[src/rtl/kvfe_pkg.sv]
`timescale 1ns / 1ps

package kvfe_pkg;

	// Line and key limits.
	localparam int KEY_MAX  = 8;
	localparam int MAX_LINE = 256;
	localparam int POS_W    = $clog2(MAX_LINE + 1);
	localparam int OFF_W    = $clog2(MAX_LINE);
	localparam int KIDX_W   = $clog2(KEY_MAX);
	localparam int KEY_W    = 8 * KEY_MAX;
	localparam int HIST_W   = 8 * (KEY_MAX - 1);
	localparam int KLEN_W   = 4;
	localparam int CFG_IDX_W = 1;
	localparam int CFG_W    = 64;

	localparam logic [7:0] CHAR_EQUALS = 8'h3D;
	localparam logic [7:0] CHAR_SPACE  = 8'h20;
	localparam logic [7:0] CHAR_TAB    = 8'h09;
	localparam logic [7:0] CHAR_CR     = 8'h0D;

	// Configuration register indexes.
	localparam logic [CFG_IDX_W-1:0] REG_KEY_BYTES  = 1'b0;
	localparam logic [CFG_IDX_W-1:0] REG_KEY_LENGTH = 1'b1;

	// Result status codes.
	typedef enum logic [2:0] {
		ST_OK        = 3'd0,
		ST_NO_KEY    = 3'd1,
		ST_NO_EQUALS = 3'd2,
		ST_EMPTY     = 3'd3,
		ST_TOO_LONG  = 3'd4
	} status_t;

	// Line parsing phase.
	typedef enum logic [2:0] {
		PH_KEY   = 3'b001,
		PH_EQ    = 3'b010,
		PH_VALUE = 3'b100
	} phase_t;

	typedef struct packed {
		logic [7:0] char_code;
		logic       last_char;
	} in_item_t;

	typedef struct packed {
		logic [2:0] status;
		logic [7:0] value_start;
		logic [8:0] value_length;
	} out_item_t;

endpackage

[src/rtl/key_value_field_extractor.sv]
`timescale 1ns / 1ps

// Channel  Direction  Handshake             Payload
// in       input      in_valid / in_ready   in_item (char_code, last_char)
// out      output     out_valid / out_ready out_item (status, value_start, value_length)
// cfg      input      cfg_we                cfg_index, cfg_data
//
// One character is taken per cycle unless the input stalls, as described below.
// The character register feeds the key window compare and phase update, which load the
// result register. Reset clears the line state, the key bytes and both valid flags.
// A waiting result stalls the input only when a further last character has to be retired.

module key_value_field_extractor (
	input  logic                          clk,
	input  logic                          arst_n,
	input  logic                          in_valid,
	output logic                          in_ready,
	input  kvfe_pkg::in_item_t            in_item,
	output logic                          out_valid,
	input  logic                          out_ready,
	output kvfe_pkg::out_item_t           out_item,
	input  logic                          cfg_we,
	input  logic [kvfe_pkg::CFG_IDX_W-1:0] cfg_index,
	input  logic [kvfe_pkg::CFG_W-1:0]    cfg_data
);
	import kvfe_pkg::*;

	// Configuration registers.
	logic [KEY_W-1:0]  key_bytes_q;
	logic [KLEN_W-1:0] key_length_q;

	// Input register.
	logic     valid_s1;
	in_item_t item_s1;

	// Line state.
	logic [HIST_W-1:0] recent_q;
	logic [POS_W-1:0]  position_q;
	phase_t            phase_q;
	logic [OFF_W-1:0]  start_q;
	logic [OFF_W-1:0]  last_text_q;
	logic              seen_text_q;
	logic              over_q;

	// Output register.
	logic      out_valid_q;
	out_item_t out_item_q;

	logic advance_s1;
	logic fire_s1;

	// Next line state for the character in the input register.
	logic [POS_W-1:0]  n_position;
	logic [HIST_W-1:0] n_recent;
	phase_t            n_phase;
	logic [OFF_W-1:0]  n_start;
	logic [OFF_W-1:0]  n_last_text;
	logic              n_seen_text;
	logic              n_over;
	logic [KEY_W-1:0]  window;
	logic [KLEN_W-1:0] key_len_eff;
	logic              key_hit;
	logic              is_blank;
	logic [OFF_W:0]    span;
	out_item_t         result;

	// A character retires unless it ends a line and the result register is full and not being read.
	assign advance_s1 = !item_s1.last_char || !out_valid_q || out_ready;
	assign fire_s1    = valid_s1 && advance_s1;
	assign in_ready   = !valid_s1 || advance_s1;
	assign out_valid  = out_valid_q;
	assign out_item   = out_item_q;

	// Clamp the configured key length into 1 .. KEY_MAX.
	always_comb begin
		if (key_length_q == '0) begin
			key_len_eff = KLEN_W'(1);
		end else if (key_length_q > KLEN_W'(KEY_MAX)) begin
			key_len_eff = KLEN_W'(KEY_MAX);
		end else begin
			key_len_eff = key_length_q;
		end
	end

	assign window = {recent_q, item_s1.char_code};

	// Compare the key against the most recent characters, newest character last in the key.
	always_comb begin
		logic [KIDX_W-1:0] widx;
		widx = '0;
		key_hit = (position_q >= POS_W'(key_len_eff - KLEN_W'(1)));
		for (int j = 0; j < KEY_MAX; j++) begin
			widx = KIDX_W'(key_len_eff - KLEN_W'(1) - KLEN_W'(j));
			if (KLEN_W'(j) < key_len_eff) begin
				if (key_bytes_q[8*j +: 8] != window[8*widx +: 8]) begin
					key_hit = 1'b0;
				end
			end
		end
	end

	assign is_blank = ((item_s1.char_code >= CHAR_TAB) && (item_s1.char_code <= CHAR_CR))
		|| (item_s1.char_code == CHAR_SPACE);

	// Phase and value tracking for one character.
	always_comb begin
		n_position  = position_q;
		n_recent    = recent_q;
		n_phase     = phase_q;
		n_start     = start_q;
		n_last_text = last_text_q;
		n_seen_text = seen_text_q;
		n_over      = over_q;
		if (position_q >= POS_W'(MAX_LINE)) begin
			n_over = 1'b1;
		end else begin
			unique case (phase_q)
				PH_KEY: begin
					if (key_hit) begin
						n_phase = PH_EQ;
					end
				end
				PH_EQ: begin
					if (item_s1.char_code == CHAR_EQUALS) begin
						n_phase = PH_VALUE;
					end
				end
				PH_VALUE: begin
					if (!is_blank) begin
						if (!seen_text_q) begin
							n_start     = OFF_W'(position_q);
							n_seen_text = 1'b1;
						end
						n_last_text = OFF_W'(position_q);
					end
				end
				default: begin
					n_phase = phase_q;
				end
			endcase
			n_recent   = window[HIST_W-1:0];
			n_position = position_q + POS_W'(1);
		end
	end

	// Result for a line that ends with this character.
	always_comb begin
		span   = {1'b0, n_last_text} - {1'b0, n_start} + (OFF_W+1)'(1);
		result = '0;
		priority if (n_over) begin
			result.status = ST_TOO_LONG;
		end else if (n_phase == PH_KEY) begin
			result.status = ST_NO_KEY;
		end else if (n_phase == PH_EQ) begin
			result.status = ST_NO_EQUALS;
		end else if (!n_seen_text) begin
			result.status = ST_EMPTY;
		end else begin
			result.status       = ST_OK;
			result.value_start  = 8'(n_start);
			result.value_length = 9'(span);
		end
	end

	// Configuration writes.
	always_ff @(posedge clk or negedge arst_n) begin
		if (!arst_n) begin
			key_bytes_q  <= '0;
			key_length_q <= KLEN_W'(1);
		end else if (cfg_we) begin
			unique case (cfg_index)
				REG_KEY_BYTES:  key_bytes_q  <= cfg_data[KEY_W-1:0];
				REG_KEY_LENGTH: key_length_q <= cfg_data[KLEN_W-1:0];
				default:        key_bytes_q  <= key_bytes_q;
			endcase
		end
	end

	// Input register control.
	always_ff @(posedge clk or negedge arst_n) begin
		if (!arst_n) begin
			valid_s1 <= 1'b0;
		end else if (in_ready) begin
			valid_s1 <= in_valid;
		end
	end

	// Input register payload.
	always_ff @(posedge clk) begin
		if (in_ready && in_valid) begin
			item_s1 <= in_item;
		end
	end

	// Line state update; a last character returns it to the start of a line.
	always_ff @(posedge clk or negedge arst_n) begin
		if (!arst_n) begin
			recent_q    <= '0;
			position_q  <= '0;
			phase_q     <= PH_KEY;
			start_q     <= '0;
			last_text_q <= '0;
			seen_text_q <= 1'b0;
			over_q      <= 1'b0;
		end else if (fire_s1) begin
			if (item_s1.last_char) begin
				recent_q    <= '0;
				position_q  <= '0;
				phase_q     <= PH_KEY;
				start_q     <= '0;
				last_text_q <= '0;
				seen_text_q <= 1'b0;
				over_q      <= 1'b0;
			end else begin
				recent_q    <= n_recent;
				position_q  <= n_position;
				phase_q     <= n_phase;
				start_q     <= n_start;
				last_text_q <= n_last_text;
				seen_text_q <= n_seen_text;
				over_q      <= n_over;
			end
		end
	end

	// Output register control.
	always_ff @(posedge clk or negedge arst_n) begin
		if (!arst_n) begin
			out_valid_q <= 1'b0;
		end else if (fire_s1 && item_s1.last_char) begin
			out_valid_q <= 1'b1;
		end else if (out_ready) begin
			out_valid_q <= 1'b0;
		end
	end

	// Output register payload.
	always_ff @(posedge clk) begin
		if (fire_s1 && item_s1.last_char) begin
			out_item_q <= result;
		end
	end

`ifndef SYNTHESIS
	// The character count never runs past the line limit.
	a_position_bound: assert property (@(posedge clk) disable iff (!arst_n)
		position_q <= POS_W'(MAX_LINE))
		else $error("position count exceeds line limit");

	// Value text is only recorded once the equals sign has been found.
	a_seen_in_value: assert property (@(posedge clk) disable iff (!arst_n)
		seen_text_q |-> (phase_q == PH_VALUE))
		else $error("value text recorded outside value phase");

	// An error result carries no offset and no length.
	a_error_zero: assert property (@(posedge clk) disable iff (!arst_n)
		out_valid_q && (out_item_q.status != ST_OK) |->
		(out_item_q.value_start == 8'd0) && (out_item_q.value_length == 9'd0))
		else $error("error result has nonzero fields");

	// A good result always has at least one character.
	a_ok_nonempty: assert property (@(posedge clk) disable iff (!arst_n)
		out_valid_q && (out_item_q.status == ST_OK) |-> (out_item_q.value_length != 9'd0))
		else $error("good result with empty value");

	// Retiring a last character starts a fresh line and loads a result.
	a_line_restart: assert property (@(posedge clk) disable iff (!arst_n)
		fire_s1 && item_s1.last_char |=> (position_q == '0) && out_valid_q)
		else $error("line state not cleared at line end");
`endif

endmodule

[config.mk]
export PLATFORM = sky130hd
export DESIGN_NAME = key_value_field_extractor
export DESIGN_NICKNAME = d
export VERILOG_FILES = /design/src/rtl/kvfe_pkg.sv /design/src/rtl/key_value_field_extractor.sv
export SDC_FILE = /design/constraint.sdc
export NUM_CORES = 1
export LEC_CHECK = 0
export BUFFER_PORTS_ARGS = -buffer_cell sky130_fd_sc_hd__buf_2
export CAP_MARGIN = 20
export CORE_UTILIZATION = 55
export DETAILED_ROUTE_END_ITERATION = 16
export HOLD_SLACK_MARGIN = 0.03
export PLACE_DENSITY = 0.85
export SLEW_MARGIN = 10
export SYNTH_ARGS = -nofsm -noshare
export SYNTH_HDL_FRONTEND = slang
export SYNTH_SLANG_ARGS = --single-unit
[constraint.sdc]
create_clock -name clk -period 4.8 [get_ports clk]
set_input_delay 0.96 -clock clk [delete_from_list [all_inputs] [get_ports clk]]
set_output_delay 0.96 -clock clk [all_outputs]
set_load 0.05 [all_outputs]
# After elaboration in Yosys (flattened, before gate mapping)

Index checks and enable logic that the tools add are counted.

Register bits after elaboration: 185
Input port bits: 79
Logic and storage cells: 133

Bitwise gates (word level): 2
Equality and inequality tests: 16
Reduce and logical (&&, ||, !) cells: 18
Shift-type cells: 8
Magnitude comparators: 13
Muxes and demuxes: 47
Add/sub/neg operators: 12

Operators with widths:

| operator            | count |
|---|---|
| $shiftx 64x7->8     | 8 |
| $mux 56             | 2 |
| $mux 8              | 9 |
| $ne 8x8->1          | 8 |
| $mux 1              | 25 |
| $add 9x1->9 const B | 2 |
| $mux 9              | 2 |
| $eq 8x6->1 const B  | 2 |
| $lt 3x4->1 const A  | 4 |
| $mux 3              | 4 |
| $sub 3x3->3 const B | 4 |
| $ge 9x9->1          | 1 |
| $ge 9x9->1 const B  | 1 |
| $sub 8x8->9         | 1 |
| $ge 8x4->1 const B  | 1 |
| $le 8x4->1 const B  | 1 |
| $lt 1x4->1 const A  | 2 |
| $lt 2x4->1 const A  | 2 |
| $mux 4              | 2 |
| $eq 3x1->1 const B  | 2 |
| $eq 3x2->1 const B  | 2 |
| $pmux 3 s2          | 1 |
| $reduce_and 2->1    | 3 |
| $sub 3x1->3 const B | 2 |
| 14 further kinds    | 25 |

# Depth between registers and ports, before layout

Depth after elaboration: 28
Mapped depth: 23
Gate-level depth less buffers: 22

# Worst setup path before layout

OpenSTA, ideal clock, no wires.

Path kind: register -> register
Start point: register item_s1[2] in the netlist's numbering
End point: register out_item_q, in the netlist out_item[8] (data pin)
Arrival time: 4.011 ns
Clock period less this slack: 4.269 ns
Stages on the path, launching flop included: 19
Data required time: 4.542 ns
Setup slack: 0.531 ns
Cell sequence: edfxtp_1 > clkbuf_1 > nor4_1 > a31oi_1 > o32a_1 > o41ai_1 > nand2b_1 > clkbuf_1 > mux2i_1 > ha_1 > ha_1 > a21o_1 > a21o_1 > a21o_1 > a21oi_1 > o21bai_1 > a21oi_1 > xnor2_1 > nor2_1

Cells in the longest elaborated chain, start to end: 23

Ends and longest elaborated chain:

| what                                            | RTL line                                                           | RTL |
|---|---|---|
| from (decl)                                     | key_value_field_extractor.sv:34                                    | `in_item_t item_s1;` |
| from (signal assigned)                          | key_value_field_extractor.sv:191                                   | `item_s1 <= in_item;` |
| $shiftx 64x7->8                                 | key_value_field_extractor.sv:95                                    | `if (key_bytes_q[8*j +: 8] != window[8*widx +: 8]) begin` |
| $ne 8x8->1                                      | key_value_field_extractor.sv:95                                    |  |
| $mux 1                                          | key_value_field_extractor.sv:95                                    |  |
| $mux 1                                          | key_value_field_extractor.sv:94                                    | `if (KLEN_W'(j) < key_len_eff) begin` |
| $mux 1                                          | key_value_field_extractor.sv:95                                    |  |
| $mux 1                                          | key_value_field_extractor.sv:94                                    |  |
| $mux 1                                          | key_value_field_extractor.sv:95                                    |  |
| $mux 1                                          | key_value_field_extractor.sv:94                                    |  |
| (+7 left out)                                   | -                                                                  |  |
| $mux 1                                          | key_value_field_extractor.sv:94                                    |  |
| $mux 1                                          | key_value_field_extractor.sv:95                                    |  |
| $mux 1                                          | key_value_field_extractor.sv:94                                    |  |
| $mux 3                                          | key_value_field_extractor.sv:119                                   | `if (key_hit) begin` |
| $pmux 3 s2                                      | key_value_field_extractor.sv:117                                   | `unique case (phase_q)` |
| $mux 3                                          | key_value_field_extractor.sv:114                                   | `if (position_q >= POS_W'(MAX_LINE)) begin` |
| $eq 3x1->1 / $eq 3x2->1 (equally long branches) | key_value_field_extractor.sv:152, key_value_field_extractor.sv:154 |  |
| $reduce_or 4->1 (no source line)                | -                                                                  |  |
| to (signal assigned)                            | key_value_field_extractor.sv:240                                   | `out_item_q <= result;` |
| to (decl)                                       | key_value_field_extractor.sv:47                                    | `out_item_t out_item_q;` |

Several ways; a longest one is shown, not always the timed one.
A chain may end at the register's enable or synchronous reset.

# Final worst setup path

Start point: register key_length_q[0]
End point: register out_item_q, in the netlist out_item[17] (data pin)

Cells in the longest elaborated chain, start to end: 28

Ends and longest elaborated chain:

| what                                                                 | RTL line                         | RTL |
|---|---|---|
| from (decl)                                                          | key_value_field_extractor.sv:30  | `logic [KLEN_W-1:0] key_length_q;` |
| from (signal assigned)                                               | key_value_field_extractor.sv:173 | `REG_KEY_LENGTH: key_length_q <= cfg_data[KLEN_W-1:0];` |
| $gt 4x4->1                                                           | key_value_field_extractor.sv:78  | `end else if (key_length_q > KLEN_W'(KEY_MAX)) begin` |
| $mux 4                                                               | key_value_field_extractor.sv:78  |  |
| $mux 4 (*)                                                           | key_value_field_extractor.sv:76  | `if (key_length_q == '0) begin` |
| parallel branches: the longest is 18 deep, another holds $sub 3x1->3 | -                                |  |
| $mux 1 (*)                                                           | key_value_field_extractor.sv:94  |  |
| $mux 3 (*)                                                           | key_value_field_extractor.sv:119 |  |
| $pmux 3 s2 (*)                                                       | key_value_field_extractor.sv:117 |  |
| $mux 3 (*)                                                           | key_value_field_extractor.sv:114 |  |
| $eq 3x2->1                                                           | key_value_field_extractor.sv:154 | `end else if (n_phase == PH_EQ) begin` |
| $mux 2                                                               | key_value_field_extractor.sv:154 |  |
| $mux 1 (*)                                                           | key_value_field_extractor.sv:152 | `end else if (n_phase == PH_KEY) begin` |

Mark *: on every way between the ends.

==> results.json <==
{
  "outcome": "completed",
  "rsz0062_at_grt": "no",
  "dp_hpwl_mm": 23.4,
  "drtIter0Drc": 793,
  "synth_top_area_share_pct": 32.4,
  "maxSlewHeadroom_pct": 33.5,
  "peakVddDrop_mv": 0.231,
  "ys_top_cells_by_count": "dfrtp_1 (154), mux2_2 (74), mux2i_1 (74)",
  "cts.clk_slew.worst_paths_ps": 80,
  "htree_levels": 4,
  "yosysMostFrequentCell": "dfrtp_1",
  "slew_violations": 0,
  "io_pins": 101,
  "numCtsBuffers": 17,
  "grt_pass1_wl_mm": 50.6,
  "cts_tree": "built",
  "cp-end-kind": "flip-flop",
  "antenna_found_initial": 0,
  "ant_nets": 0,
  "cts-hold-fix-buffers": 0,
  "tightest_slew_ps": 997,
  "syn-num-nets": 1192,
  "place_congestion": 0.974,
  "io_buffer_count": 100,
  "fin_crit_sh_pct": 93.7,
  "power.total_w": 0.00500,
  "synth_flop_cell": "dfrtp_1",
  "cts_setup_buffers": 0,
  "postPlaceCellArea_um2": 12700,
  "cp_max_fo": 36,
  "fillers": 1682,
  "total_leakage_power_nw": 5.67,
  "min_path_type": "reg -> reg",
  "grtUsageTotal_pct": 30.0,
  "synth_area_um2": 11900,
  "grt_max_degree": 90,
  "arrival_ps": 4700,
  "synth-edff-count": 29,
  "area_growth_pct": 11.2,
  "synth_seq_area_share_pct": 40.1,
  "rows": 53,
  "initial_core_util_pct": 56.3,
  "syn-instance-count": 1079,
  "dieArea_um2": 22300,
  "insertion_delay_ps": 450,
  "period_minus_slack_ps": 4500,
  "cp-start-kind": "flip-flop",
  "firstDrtPassIters": 7,
  "cap_violations": 0,
  "ys_seq_elements": 185,
  "yosys_warnings": 0,
  "path_class": "reg -> reg",
  "synth.largest_area_cell": "dfrtp_1",
  "grt_pass1_vias": 8931,
  "finalInstanceArea_um2": 13200,
  "core_um2": 21200,
  "avgSynthCellArea_um2": 11.0,
  "drt_wl_total_mm": 32.4,
  "synth_async_sr_flop_share_pct": 84.3,
  "nNetsFinal": 1272,
  "final-hold-violation-count": 0,
  "overflow": 0,
  "drive_above_1_share_pct": 25.5,
  "holdPathStages": 2,
  "cts_buffer_depth": 2,
  "crit_required_ps": 5000,
  "avgRoutedWirePerCell_um": 22.4,
  "ys_types": 89,
  "seq_area_um2": 4780,
  "antenna_cells": 0,
  "fmax_ghz": 0.222,
  "cts_resized": 0,
  "cts_root_buf": "clkbuf_16",
  "die_x_um": 149,
  "clock_skew_ps": 14.3,
  "fp.dieH_um": 149,
  "multi_input_area_um2": 6670,
  "vias": 9457,
  "vias_per_cell": 6.54,
  "reg2regPathDepth": 13,
  "report.final.setup_viol": 0,
  "synth_area_leaders": "dfrtp_1 (32%), edfxtp_1 (7.3%), mux2_2 (7.0%), mux4_2 (6.8%), mux2i_1 (6.2%)",
  "p_per_area_nw_per_um2": 378,
  "tns_ps": 0,
  "drc_errors": 0,
  "clock_sinks": 185
}
[per-stage QoR]
stage / setup slack [ps] / hold slack [ps] / std cells / util (%)
after global placement: 403 / 457 / 1415 / 59.9
final: 304 / 481 / 1447 / 62.6
after floorplan: 531 / 444 / 1079 / -
after CTS: 388 / 485 / 1447 / 62.6
after detailed placement: 407 / 469 / 1415 / 59.9
after global routing: 112 / 507 / 1447 / 62.6
[layout by cell type, fill, tap and decap left out, types with 19 or more instances in the layout]
cell and count:
dfrtp_1 154, buf_2 99, mux2_2 74, mux2i_1 74, nand2_1 72, nor2_1 53
o21ai_0 50, a22o_1 48, xnor2_1 41, a21oi_1 38, inv_1 37, mux4_2 36
ha_1 33, edfxtp_1 29, buf_4 29, xor2_1 26, nand3_1 19
[worst max-delay path, stage by stage (launching register included)]
cell and delay [ps]:
dfstp_2 530, o21ba_2 260, nor2_8 130, buf_4 510, ha_1 360, buf_4 180, nor2_2 290, a22oi_1 180
a31o_1 250, a2111oi_0 390, a32oi_1 210, nor4_2 300, o211ai_1 300, a41o_1 320
[where the power goes]
part	switching, W	internal [W]	leakage [nW]
Sequential	0.000171	0.00173	2.28
Clock	0.000691	0.000702	0.281
Combinational	0.000962	0.000750	3.10
[cell families after synthesis]
kind of cell,after synthesis,synth area share [%]
AND/OR/NAND/NOR,243,10.5
adder cells (fa/ha/maj),34,3.63
AO/OA/AOI/OAI,253,15.7
XOR/XNOR,68,5.16
multiplexers,187,20.7
buffers and inverters,109,4.22
flip-flops,185,40.1
[flip-flops by register name, summed over array words and instances (netlist names)]
name / flops
out_valid: 1
recent_q: 56
seen_text_q: 1
over_q: 1
position_q: 9
key_bytes_q: 64
last_text_q: 8
out_item: 20
phase_q: 3
valid_s1: 1
key_length_q: 4
start_q: 8
item_s1: 9
[layout make-up]
class / count / area share [%]
flip-flops and latches: 185 / 36.1
clock buffers: 18 / 3.32
well taps: 275 / 2.60
inverters: 41 / 1.22
multi-input cells: 785 / 50.4
clock inverters: 14 / 0.964
repair buffers: 129 / 5.47
[worst paths after layout]
| check | from | to | slack [ps] |
|---|---|---|---|
| setup / recovery | key_length_q[0]$_DFFE_PN1P_ | out_item[17]$_SDFFCE_PP0P_ | 300 |
| hold / removal | over_q$_DFFE_PN0P_ | over_q$_DFFE_PN0P_ | 480 |
| setup reg to reg | key_length_q[0]$_DFFE_PN1P_ | out_item[17]$_SDFFCE_PP0P_ | 300 |
| hold reg to reg | over_q$_DFFE_PN0P_ | over_q$_DFFE_PN0P_ | 480 |
| max in group asynchronous | arst_n | start_q[3]$_DFFE_PN0P_ | 3190 |
| min in group asynchronous | arst_n | key_bytes_q[47]$_DFFE_PN0P_ | 570 |
[routing by layer]
metal / global-route usage (%) / vias to the layer above / part of all wire (%)
met1: 42.1 / 4696 / 42
li1: - / 4221 / -
met3: 6.51 / 63 / 8.6
met2: 45.7 / 477 / 46
met4: 10.7 / 0 / 3.4
met5: 0 / - / 0
(Power assumes the default switching activity.)
